$ cat src/chs_pkg.sv
// Shared constants and codes of the chained hash set engine.
`timescale 1ns / 1ps

package chs_pkg;

    // Field widths
    localparam int KEY_W    = 31;
    localparam int STATUS_W = 3;

    // Default table geometry
    localparam int BUCKETS_DEF    = 7;
    localparam int POOL_NODES_DEF = 64;

    // Bucket reduction: key bits consumed per cycle, and the number of steps this takes
    localparam int MOD_DIGIT_W = 4;
    localparam int MOD_STEPS   = (KEY_W + MOD_DIGIT_W - 1) / MOD_DIGIT_W;
    localparam int MOD_PAD_W   = MOD_STEPS * MOD_DIGIT_W;

    // Operation codes
    localparam logic OP_INSERT = 1'b0;
    localparam logic OP_SEARCH = 1'b1;

    // Result codes
    localparam logic [STATUS_W-1:0] ST_INSERTED  = 3'd0;
    localparam logic [STATUS_W-1:0] ST_DUPLICATE = 3'd1;
    localparam logic [STATUS_W-1:0] ST_POOL_FULL = 3'd2;
    localparam logic [STATUS_W-1:0] ST_FOUND     = 3'd3;
    localparam logic [STATUS_W-1:0] ST_NOT_FOUND = 3'd4;

endpackage

$ cat src/chained_hash_set_engine.sv
// Top level: hash set with separate chaining over a head RAM and a node pool RAM.
//
//  channel | ports        | dir | contents
//  --------+--------------+-----+------------------------------------------
//  input   | s_t*         | in  | request: tdata value, tuser op
//  result  | m_t*         | out | one status per request
//
// Per request: it is taken, its key is reduced to a bucket, the chain head is read, and
// each node in the chain is read and compared; at the chain end an insert writes a new
// node at the head, unless the pool is full; then the result is handed over.
// After reset the head RAM is cleared one bucket a cycle; s_tready stays low.
// A finished result waits in the output register while the next request runs;
// a second result waits until the first is taken.
`timescale 1ns / 1ps

module chained_hash_set_engine #(
    parameter int BUCKETS    = chs_pkg::BUCKETS_DEF,
    parameter int POOL_NODES = chs_pkg::POOL_NODES_DEF
) (
    input  logic        aclk,
    input  logic        aresetn,
    input  logic        s_tvalid,
    output logic        s_tready,
    input  logic [31:0] s_tdata,   // [30:0] value, [31] zero
    input  logic [0:0]  s_tuser,   // [0] op
    output logic        m_tvalid,
    input  logic        m_tready,
    output logic [7:0]  m_tdata    // [2:0] status, [7:3] zero
);

    localparam int BKT_W   = (BUCKETS > 1) ? $clog2(BUCKETS) : 1;
    localparam int PTR_W   = $clog2(POOL_NODES + 1);
    localparam int NODE_AW = (POOL_NODES > 1) ? $clog2(POOL_NODES) : 1;
    localparam int KEY_W   = chs_pkg::KEY_W;
    localparam int NODE_W  = KEY_W + PTR_W;

    typedef enum logic [7:0] {
        S_CLEAR    = 8'b0000_0001,
        S_IDLE     = 8'b0000_0010,
        S_HASH     = 8'b0000_0100,
        S_HEAD_LAT = 8'b0000_1000,
        S_WALK     = 8'b0001_0000,
        S_NODE_LAT = 8'b0010_0000,
        S_INSERT   = 8'b0100_0000,
        S_RESP     = 8'b1000_0000
    } state_t;

    state_t                        state_reg, state_next;
    logic [BKT_W-1:0]              clr_reg, clr_next;
    logic [PTR_W-1:0]              used_reg, used_next;
    logic                          op_reg, op_next;
    logic [KEY_W-1:0]              key_reg, key_next;
    logic [BKT_W-1:0]              bucket_reg, bucket_next;
    logic [PTR_W-1:0]              head_reg, head_next;
    logic [PTR_W-1:0]              ptr_reg, ptr_next;
    logic [chs_pkg::STATUS_W-1:0]  status_reg, status_next;
    logic                          m_valid_reg, m_valid_next;
    logic [chs_pkg::STATUS_W-1:0]  m_status_reg, m_status_next;

    logic                          mod_start, mod_done;
    logic [BKT_W-1:0]              mod_bucket;

    logic                          head_we, head_re;
    logic [BKT_W-1:0]              head_waddr, head_raddr;
    logic [PTR_W-1:0]              head_wdata, head_rdata;

    logic                          node_we, node_re;
    logic [NODE_AW-1:0]            node_waddr, node_raddr;
    logic [NODE_W-1:0]             node_wdata, node_rdata;
    logic [PTR_W-1:0]              ptr_dec;

    logic                          accept;
    logic                          out_free;

    assign accept   = s_tvalid && s_tready;
    assign out_free = !m_valid_reg || m_tready;
    assign ptr_dec  = ptr_reg - PTR_W'(1);

    // Bucket reduction unit
    chs_bucket_mod #(
        .BUCKETS (BUCKETS)
    ) u_mod (
        .aclk    (aclk),
        .aresetn (aresetn),
        .start   (mod_start),
        .key     (s_tdata[KEY_W-1:0]),
        .done    (mod_done),
        .bucket  (mod_bucket)
    );

    // Chain heads, node number + 1, zero for an empty chain
    chs_ram #(
        .WIDTH (PTR_W),
        .DEPTH (BUCKETS)
    ) u_heads (
        .aclk  (aclk),
        .we    (head_we),
        .waddr (head_waddr),
        .wdata (head_wdata),
        .re    (head_re),
        .raddr (head_raddr),
        .rdata (head_rdata)
    );

    // Node pool: {link, key}
    chs_ram #(
        .WIDTH (NODE_W),
        .DEPTH (POOL_NODES)
    ) u_nodes (
        .aclk  (aclk),
        .we    (node_we),
        .waddr (node_waddr),
        .wdata (node_wdata),
        .re    (node_re),
        .raddr (node_raddr),
        .rdata (node_rdata)
    );

    // Memory port drive
    always_comb begin
        head_we    = (state_reg == S_CLEAR) || (state_reg == S_INSERT);
        head_waddr = (state_reg == S_CLEAR) ? clr_reg : bucket_reg;
        head_wdata = (state_reg == S_CLEAR) ? '0 : used_reg + PTR_W'(1);
        head_re    = (state_reg == S_HASH) && mod_done;
        head_raddr = mod_bucket;

        node_we    = (state_reg == S_INSERT);
        node_waddr = used_reg[NODE_AW-1:0];
        node_wdata = {head_reg, key_reg};
        node_re    = (state_reg == S_WALK) && (ptr_reg != '0);
        node_raddr = ptr_dec[NODE_AW-1:0];
    end

    assign s_tready  = (state_reg == S_IDLE);
    assign mod_start = accept;

    // Request sequencer
    always_comb begin
        state_next    = state_reg;
        clr_next      = clr_reg;
        used_next     = used_reg;
        op_next       = op_reg;
        key_next      = key_reg;
        bucket_next   = bucket_reg;
        head_next     = head_reg;
        ptr_next      = ptr_reg;
        status_next   = status_reg;
        m_valid_next  = m_valid_reg && !m_tready;
        m_status_next = m_status_reg;

        unique case (state_reg)
            S_CLEAR: begin
                clr_next = clr_reg + 1'b1;
                if (clr_reg == BKT_W'(BUCKETS - 1)) begin
                    state_next = S_IDLE;
                end
            end
            S_IDLE: begin
                if (accept) begin
                    op_next    = s_tuser[0];
                    key_next   = s_tdata[KEY_W-1:0];
                    state_next = S_HASH;
                end
            end
            S_HASH: begin
                if (mod_done) begin
                    bucket_next = mod_bucket;
                    state_next  = S_HEAD_LAT;
                end
            end
            S_HEAD_LAT: begin
                head_next  = head_rdata;
                ptr_next   = head_rdata;
                state_next = S_WALK;
            end
            S_WALK: begin
                if (ptr_reg != '0) begin
                    state_next = S_NODE_LAT;
                end else if (op_reg == chs_pkg::OP_SEARCH) begin
                    status_next = chs_pkg::ST_NOT_FOUND;
                    state_next  = S_RESP;
                end else if (used_reg == PTR_W'(POOL_NODES)) begin
                    status_next = chs_pkg::ST_POOL_FULL;
                    state_next  = S_RESP;
                end else begin
                    state_next = S_INSERT;
                end
            end
            S_NODE_LAT: begin
                if (node_rdata[KEY_W-1:0] == key_reg) begin
                    status_next = (op_reg == chs_pkg::OP_SEARCH) ? chs_pkg::ST_FOUND
                                                                 : chs_pkg::ST_DUPLICATE;
                    state_next  = S_RESP;
                end else begin
                    ptr_next   = node_rdata[NODE_W-1:KEY_W];
                    state_next = S_WALK;
                end
            end
            S_INSERT: begin
                used_next   = used_reg + PTR_W'(1);
                status_next = chs_pkg::ST_INSERTED;
                state_next  = S_RESP;
            end
            S_RESP: begin
                if (out_free) begin
                    m_valid_next  = 1'b1;
                    m_status_next = status_reg;
                    state_next    = S_IDLE;
                end
            end
            default: begin
                state_next = S_CLEAR;
            end
        endcase
    end

    always_ff @(posedge aclk) begin
        if (!aresetn) begin
            state_reg   <= S_CLEAR;
            clr_reg     <= '0;
            used_reg    <= '0;
            m_valid_reg <= 1'b0;
        end else begin
            state_reg   <= state_next;
            clr_reg     <= clr_next;
            used_reg    <= used_next;
            m_valid_reg <= m_valid_next;
        end
        op_reg       <= op_next;
        key_reg      <= key_next;
        bucket_reg   <= bucket_next;
        head_reg     <= head_next;
        ptr_reg      <= ptr_next;
        status_reg   <= status_next;
        m_status_reg <= m_status_next;
    end

    assign m_tvalid = m_valid_reg;
    assign m_tdata  = 8'(m_status_reg);

    // Pool count never runs past the pool size
    a_used_bound: assert property (@(posedge aclk) disable iff (!aresetn)
        used_reg <= PTR_W'(POOL_NODES))
        else $error("node count exceeds pool size");

    // An insert write hands out exactly one node
    a_insert_count: assert property (@(posedge aclk) disable iff (!aresetn)
        (state_reg == S_INSERT) |=> (used_reg == $past(used_reg) + PTR_W'(1)))
        else $error("insert did not advance node count");

    // Pool full is reported only with the pool exhausted
    a_full_status: assert property (@(posedge aclk) disable iff (!aresetn)
        (state_reg == S_RESP && status_reg == chs_pkg::ST_POOL_FULL)
        |-> (used_reg == PTR_W'(POOL_NODES)))
        else $error("pool full reported with free nodes");

    // No request is taken during the head clearing pass
    a_clear_block: assert property (@(posedge aclk) disable iff (!aresetn)
        (state_reg == S_CLEAR) |-> !s_tready)
        else $error("request taken while clearing heads");

    // A node read is only issued for a live pointer
    a_node_ptr: assert property (@(posedge aclk) disable iff (!aresetn)
        node_re |-> (ptr_reg <= used_reg))
        else $error("chain pointer beyond handed-out nodes");

endmodule

$ cat src/chs_ram.sv
// Generic single-port-write, single-port-read RAM with registered read data.
`timescale 1ns / 1ps

module chs_ram #(
    parameter int WIDTH = 8,
    parameter int DEPTH = 16,
    localparam int AW = (DEPTH > 1) ? $clog2(DEPTH) : 1
) (
    input  logic             aclk,
    input  logic             we,
    input  logic [AW-1:0]    waddr,
    input  logic [WIDTH-1:0] wdata,
    input  logic             re,
    input  logic [AW-1:0]    raddr,
    output logic [WIDTH-1:0] rdata
);

    logic [WIDTH-1:0] mem [DEPTH];
    logic [WIDTH-1:0] rdata_reg;

    always_ff @(posedge aclk) begin
        if (we) begin
            mem[waddr] <= wdata;
        end
        if (re) begin
            rdata_reg <= mem[raddr];
        end
    end

    assign rdata = rdata_reg;

endmodule

$ cat src/chs_bucket_mod.sv
// Key modulo bucket count, reduced a few key bits per cycle.
`timescale 1ns / 1ps

module chs_bucket_mod #(
    parameter int BUCKETS = chs_pkg::BUCKETS_DEF,
    localparam int BKT_W = (BUCKETS > 1) ? $clog2(BUCKETS) : 1,
    localparam int REM_W = $clog2(BUCKETS) + 1
) (
    input  logic                     aclk,
    input  logic                     aresetn,
    input  logic                     start,
    input  logic [chs_pkg::KEY_W-1:0] key,
    output logic                     done,
    output logic [BKT_W-1:0]         bucket
);

    localparam int CNT_W = (chs_pkg::MOD_STEPS > 1) ? $clog2(chs_pkg::MOD_STEPS) : 1;

    logic [chs_pkg::MOD_PAD_W-1:0] shift_reg, shift_next;
    logic [REM_W-1:0]              rem_reg, rem_next;
    logic [CNT_W-1:0]              cnt_reg, cnt_next;
    logic                          busy_reg, busy_next;
    logic                          done_reg, done_next;
    logic [REM_W-1:0]              rem_step;

    // One digit of restoring reduction: shift in a bit, subtract once if at or over
    always_comb begin
        logic [REM_W:0] t;
        rem_step = rem_reg;
        for (int i = 0; i < chs_pkg::MOD_DIGIT_W; i++) begin
            t = {rem_step, shift_reg[chs_pkg::MOD_PAD_W-1-i]};
            if (t >= (REM_W+1)'(BUCKETS)) begin
                t = t - (REM_W+1)'(BUCKETS);
            end
            rem_step = t[REM_W-1:0];
        end
    end

    // Sequencing of the reduction
    always_comb begin
        shift_next = shift_reg;
        rem_next   = rem_reg;
        cnt_next   = cnt_reg;
        busy_next  = busy_reg;
        done_next  = 1'b0;
        if (start) begin
            shift_next = chs_pkg::MOD_PAD_W'(key);
            rem_next   = '0;
            cnt_next   = '0;
            busy_next  = 1'b1;
        end else if (busy_reg) begin
            shift_next = shift_reg << chs_pkg::MOD_DIGIT_W;
            rem_next   = rem_step;
            cnt_next   = cnt_reg + 1'b1;
            if (cnt_reg == CNT_W'(chs_pkg::MOD_STEPS - 1)) begin
                busy_next = 1'b0;
                done_next = 1'b1;
            end
        end
    end

    always_ff @(posedge aclk) begin
        if (!aresetn) begin
            cnt_reg  <= '0;
            busy_reg <= 1'b0;
            done_reg <= 1'b0;
        end else begin
            cnt_reg  <= cnt_next;
            busy_reg <= busy_next;
            done_reg <= done_next;
        end
        shift_reg <= shift_next;
        rem_reg   <= rem_next;
    end

    assign done   = done_reg;
    assign bucket = rem_reg[BKT_W-1:0];

endmodule
$ cat config.mk
export PLATFORM = sky130hd
export DESIGN_NAME = chained_hash_set_engine
export DESIGN_NICKNAME = d
export VERILOG_FILES = /design/src/chs_pkg.sv /design/src/chained_hash_set_engine.sv /design/src/chs_ram.sv /design/src/chs_bucket_mod.sv
export SDC_FILE = /design/constraint.sdc
export NUM_CORES = 2
export LEC_CHECK = 0
export BUFFER_PORTS_ARGS = -buffer_cell sky130_fd_sc_hd__buf_2
export CAP_MARGIN = 10
export CORE_MARGIN = 2
export CORE_UTILIZATION = 55
export DETAILED_ROUTE_END_ITERATION = 10
export PLACE_DENSITY = 0.71
export SYNTH_ARGS = -nofsm -noshare
export SYNTH_HDL_FRONTEND = slang
export SYNTH_SLANG_ARGS = --single-unit
$ cat constraint.sdc
create_clock -name aclk -period 7.9 [get_ports aclk]
set_input_delay 1.185 -clock aclk [delete_from_list [all_inputs] [get_ports aclk]]
set_output_delay 1.185 -clock aclk [all_outputs]
set_load 0.01 [all_outputs]
==> metrics.md <==
| Metric | Value |
|---|---|
| RSZ-0062 raised after global routing | false |
| Cell Area, Synth | 0.101 sq mm |
| Status | finished, final reports clean |
| Clock power share | 0.418 |
| Synth async-reset ratio | 0 |
| Worst-Margin Slew | 1210 ps |
| Placed cells | 6,517 |
| Rel. slew slack | 0.189 |
| Routed length per instance | 31.8 um |
| Num rows | 157 |
| Setup Skew | 29.6 ps |
| CP top delay family | multiplexers |
| Fin. Hold Viols | 0 |
| Fin. max-slew vios | 0 |
| CP Class | register to register |
| Synthesized instance count | 4,166 |
| Detail Route Antenna Nets | 0 |
| Congestion Overflow GR | 0 |
| Clk buf depth | 3 |
| Int Power | 22,300 uW |
| CTS root buffer | clkbuf_16 |
| Crit-path cells | buf_12 > inv_1 > ha_4 > buf_4 > mux4_2 > mux4_2 > mux4_2 |
| Crit path max fanout | 79 |
| H-tree depth | 4 |
| MaxCap Viol Count | 0 |
| Filler cell count | 11,999 |
| Hold Path Class | register to register |
| Global-route wire length before repair | 321 mm |
| Drt via density | 6.45 |
| Max reg flops | 2,432 |
| Post-synth EDFFs | 2,612 |
| Port Buf Inserts | 40 |
| DRT iter0 DRCs | 5,778 |
| Worst slack at placement | 3260 ps |
| Final setup fails | 0 |
| Initial antenna violation count | 18 |
| Total CTS buffers | 241 |
| Initial Utilization | 0.553 |
| Net Sw Power | 5550 uW |
| Synthesized area per cell | 24.2 sq um |
| Warnings, synthesis | 0 |
| Pleak | 0.0348 uW |
| Unique masters post-synth | 62 |
| Sequential element share of the synthesized area | 0.783 |
| Final Cycle Share | 0.581 |
| Post-synthesis register bit count | 2,641 |
| Postcts setup bufs | 0 |
| CP Buf/Inv Count | 3 |
| Drt pass-1 iters | 6 |
| Clk sink count | 2,641 |
| Core Area | 0.183 sq mm |
| Vias | 45,001 |
| Hold_buf cts | 0 |
| Vias in the first global route | 45,757 |
| Tot GR Track Use | 0.241 |
| Prevailing post-synth register cell | edfxtp_1 |
| Total Nets Final | 4,423 |
| CTS tree | built |
| Slowest CP cell | buf_4 |
| CP Capture Type | register |
| Layout cells sized above 1 | 0.314 |
| Sequential share of power | 0.552 |
| Highest Clock Rate | 218 MHz |
| CP max stage delay | 810 ps |
| DRC | 0 |
| Cell mode on critical path | mux4_2 |
| Crit start category | register |
| Number of top-level pins | 47 |
| Die X | 432 um |
| Reg clk slew, reported paths | 60 ps |
| Clk Latency, worst-skew pair | 870 ps |
| Maximum number of pins on one net before global-route repair | 136 |
| Critical path arrival | 5180 ps |
| Switching part of the total | 0.200 |
| GP Congestion | 0.829 |
| Final worst setup slack | 3310 ps |
| Finished Layout Cells | 6,972 |
| Comb pwr share | 0.030 |
| Total Routed Length | 222 mm |
| Pwr per Cell Area | 246 mW/mm^2 |
| Final HPWL DP | 114 mm |
| TNS Setup | 0 ps |
| Final Power | 27,800 uW |
| Height of the die | 432 um |
| Post-cts sizing count | 0 |
| Min cycle time layout | 4590 ps |
| Crit path required time | 8490 ps |
| Worst vdd rail ir drop | 0.286 mV |
| Die area | 0.187 sq mm |
| Layout area overhead | 11.9% |
## power by group through the flow
stage	clock, uW	combinational [uW]	sequential [uW]
4_1_cts	11800	819	15400
3_5_place_dp	0	814	15700
5_1_grt	12300	905	15400
3_3_place_gp	0	784	15700
2_1_floorplan	0	622	15700
6_report	11600	825	15400
## worst paths after layout
check                            to  slack (ps)     startpoint  cells after the start
setup / recovery  u_nodes.rdata[35]        3310     ptr_reg[0]                      7
hold / removal      m_status_reg[2]         430  status_reg[2]                      0
setup reg to reg  u_nodes.rdata[35]        3310     ptr_reg[0]                      7
hold reg to reg     m_status_reg[2]         430  status_reg[2]                      0
## layout make-up
class                   instances  area (sq um)  area share
diodes                          4          10.0   0.0000886
clock buffers                 284          6280      0.0556
clock inverters               167          1670      0.0148
inverters                      18          67.6    0.000598
multi-input cells            1296         21600       0.191
flip-flops and latches       2641         79000       0.699
well taps                    2385          2980      0.0264
repair buffers                177          1350      0.0120
## metrics by stage
step                       util  area [sq um]  hold slack [ps]
final                     0.618        113000              429
after detailed placement  0.575        105000              416
after global placement    0.575        105000              410
after global routing      0.618        113000              437
after CTS                 0.618        113000              431
after floorplan               -        101000              400
## worst register-to-register path, cell delays in order (launching register included)
cell	delay (ps)
edfxtp_1	380
buf_12	530
inv_1	200
ha_4	780
buf_4	830
mux4_2	490
mux4_2	620
mux4_2	490
## cell usage after synthesis (16+ instances only)
library cell,number,share of area
buf_1,57,0.0021
clkbuf_1,148,0.0055
dfxtp_1,29,0.0058
edfxtp_1,2612,0.78
inv_1,17,0.00063
mux2_2,16,0.0018
mux2i_1,16,0.0016
mux4_2,805,0.18
nand2_1,118,0.0044
nand4_1,17,0.0011
nor2_1,102,0.0038
o21ai_0,18,0.00089
xnor2_1,47,0.0041
## routing by layer
metal | share of wire | global-route usage | vias up
li1 | - | - | 18298
met1 | 0.39 | 0.346 | 24205
met2 | 0.50 | 0.388 | 2174
met3 | 0.094 | 0.0493 | 322
met4 | 0.020 | 0.0551 | 2
met5 | 0.000068 | 0 | -
## cell families (layout without fill, tap and decap cells)
logic type	Yosys count	in the layout	share of synthesized area
AOI/OAI and AO/OA	65	65	0.00441
xor gates and xnor gates	51	51	0.00443
adders and majority gates	11	11	0.00136
buffers and inverters	233	646	0.00897
DFF	2641	2641	0.783
muxes	838	838	0.183
other	1	9	0.0000372
and+or+nand+nor	326	326	0.0149
## placed cells by master (no fill, tap or decap), drive strengths merged, types with 17 or more instances in the layout
cell type  count
edfxtp      2612
mux4         805
clkbuf       284
buf          177
nand2        118
clkinv       118
nor2         103
xnor2         47
bufinv        30
dfxtp         29
inv           23
o21ai         19
nand4         17
mux2          17
Note: power is estimated with default switching activity, not from simulation.
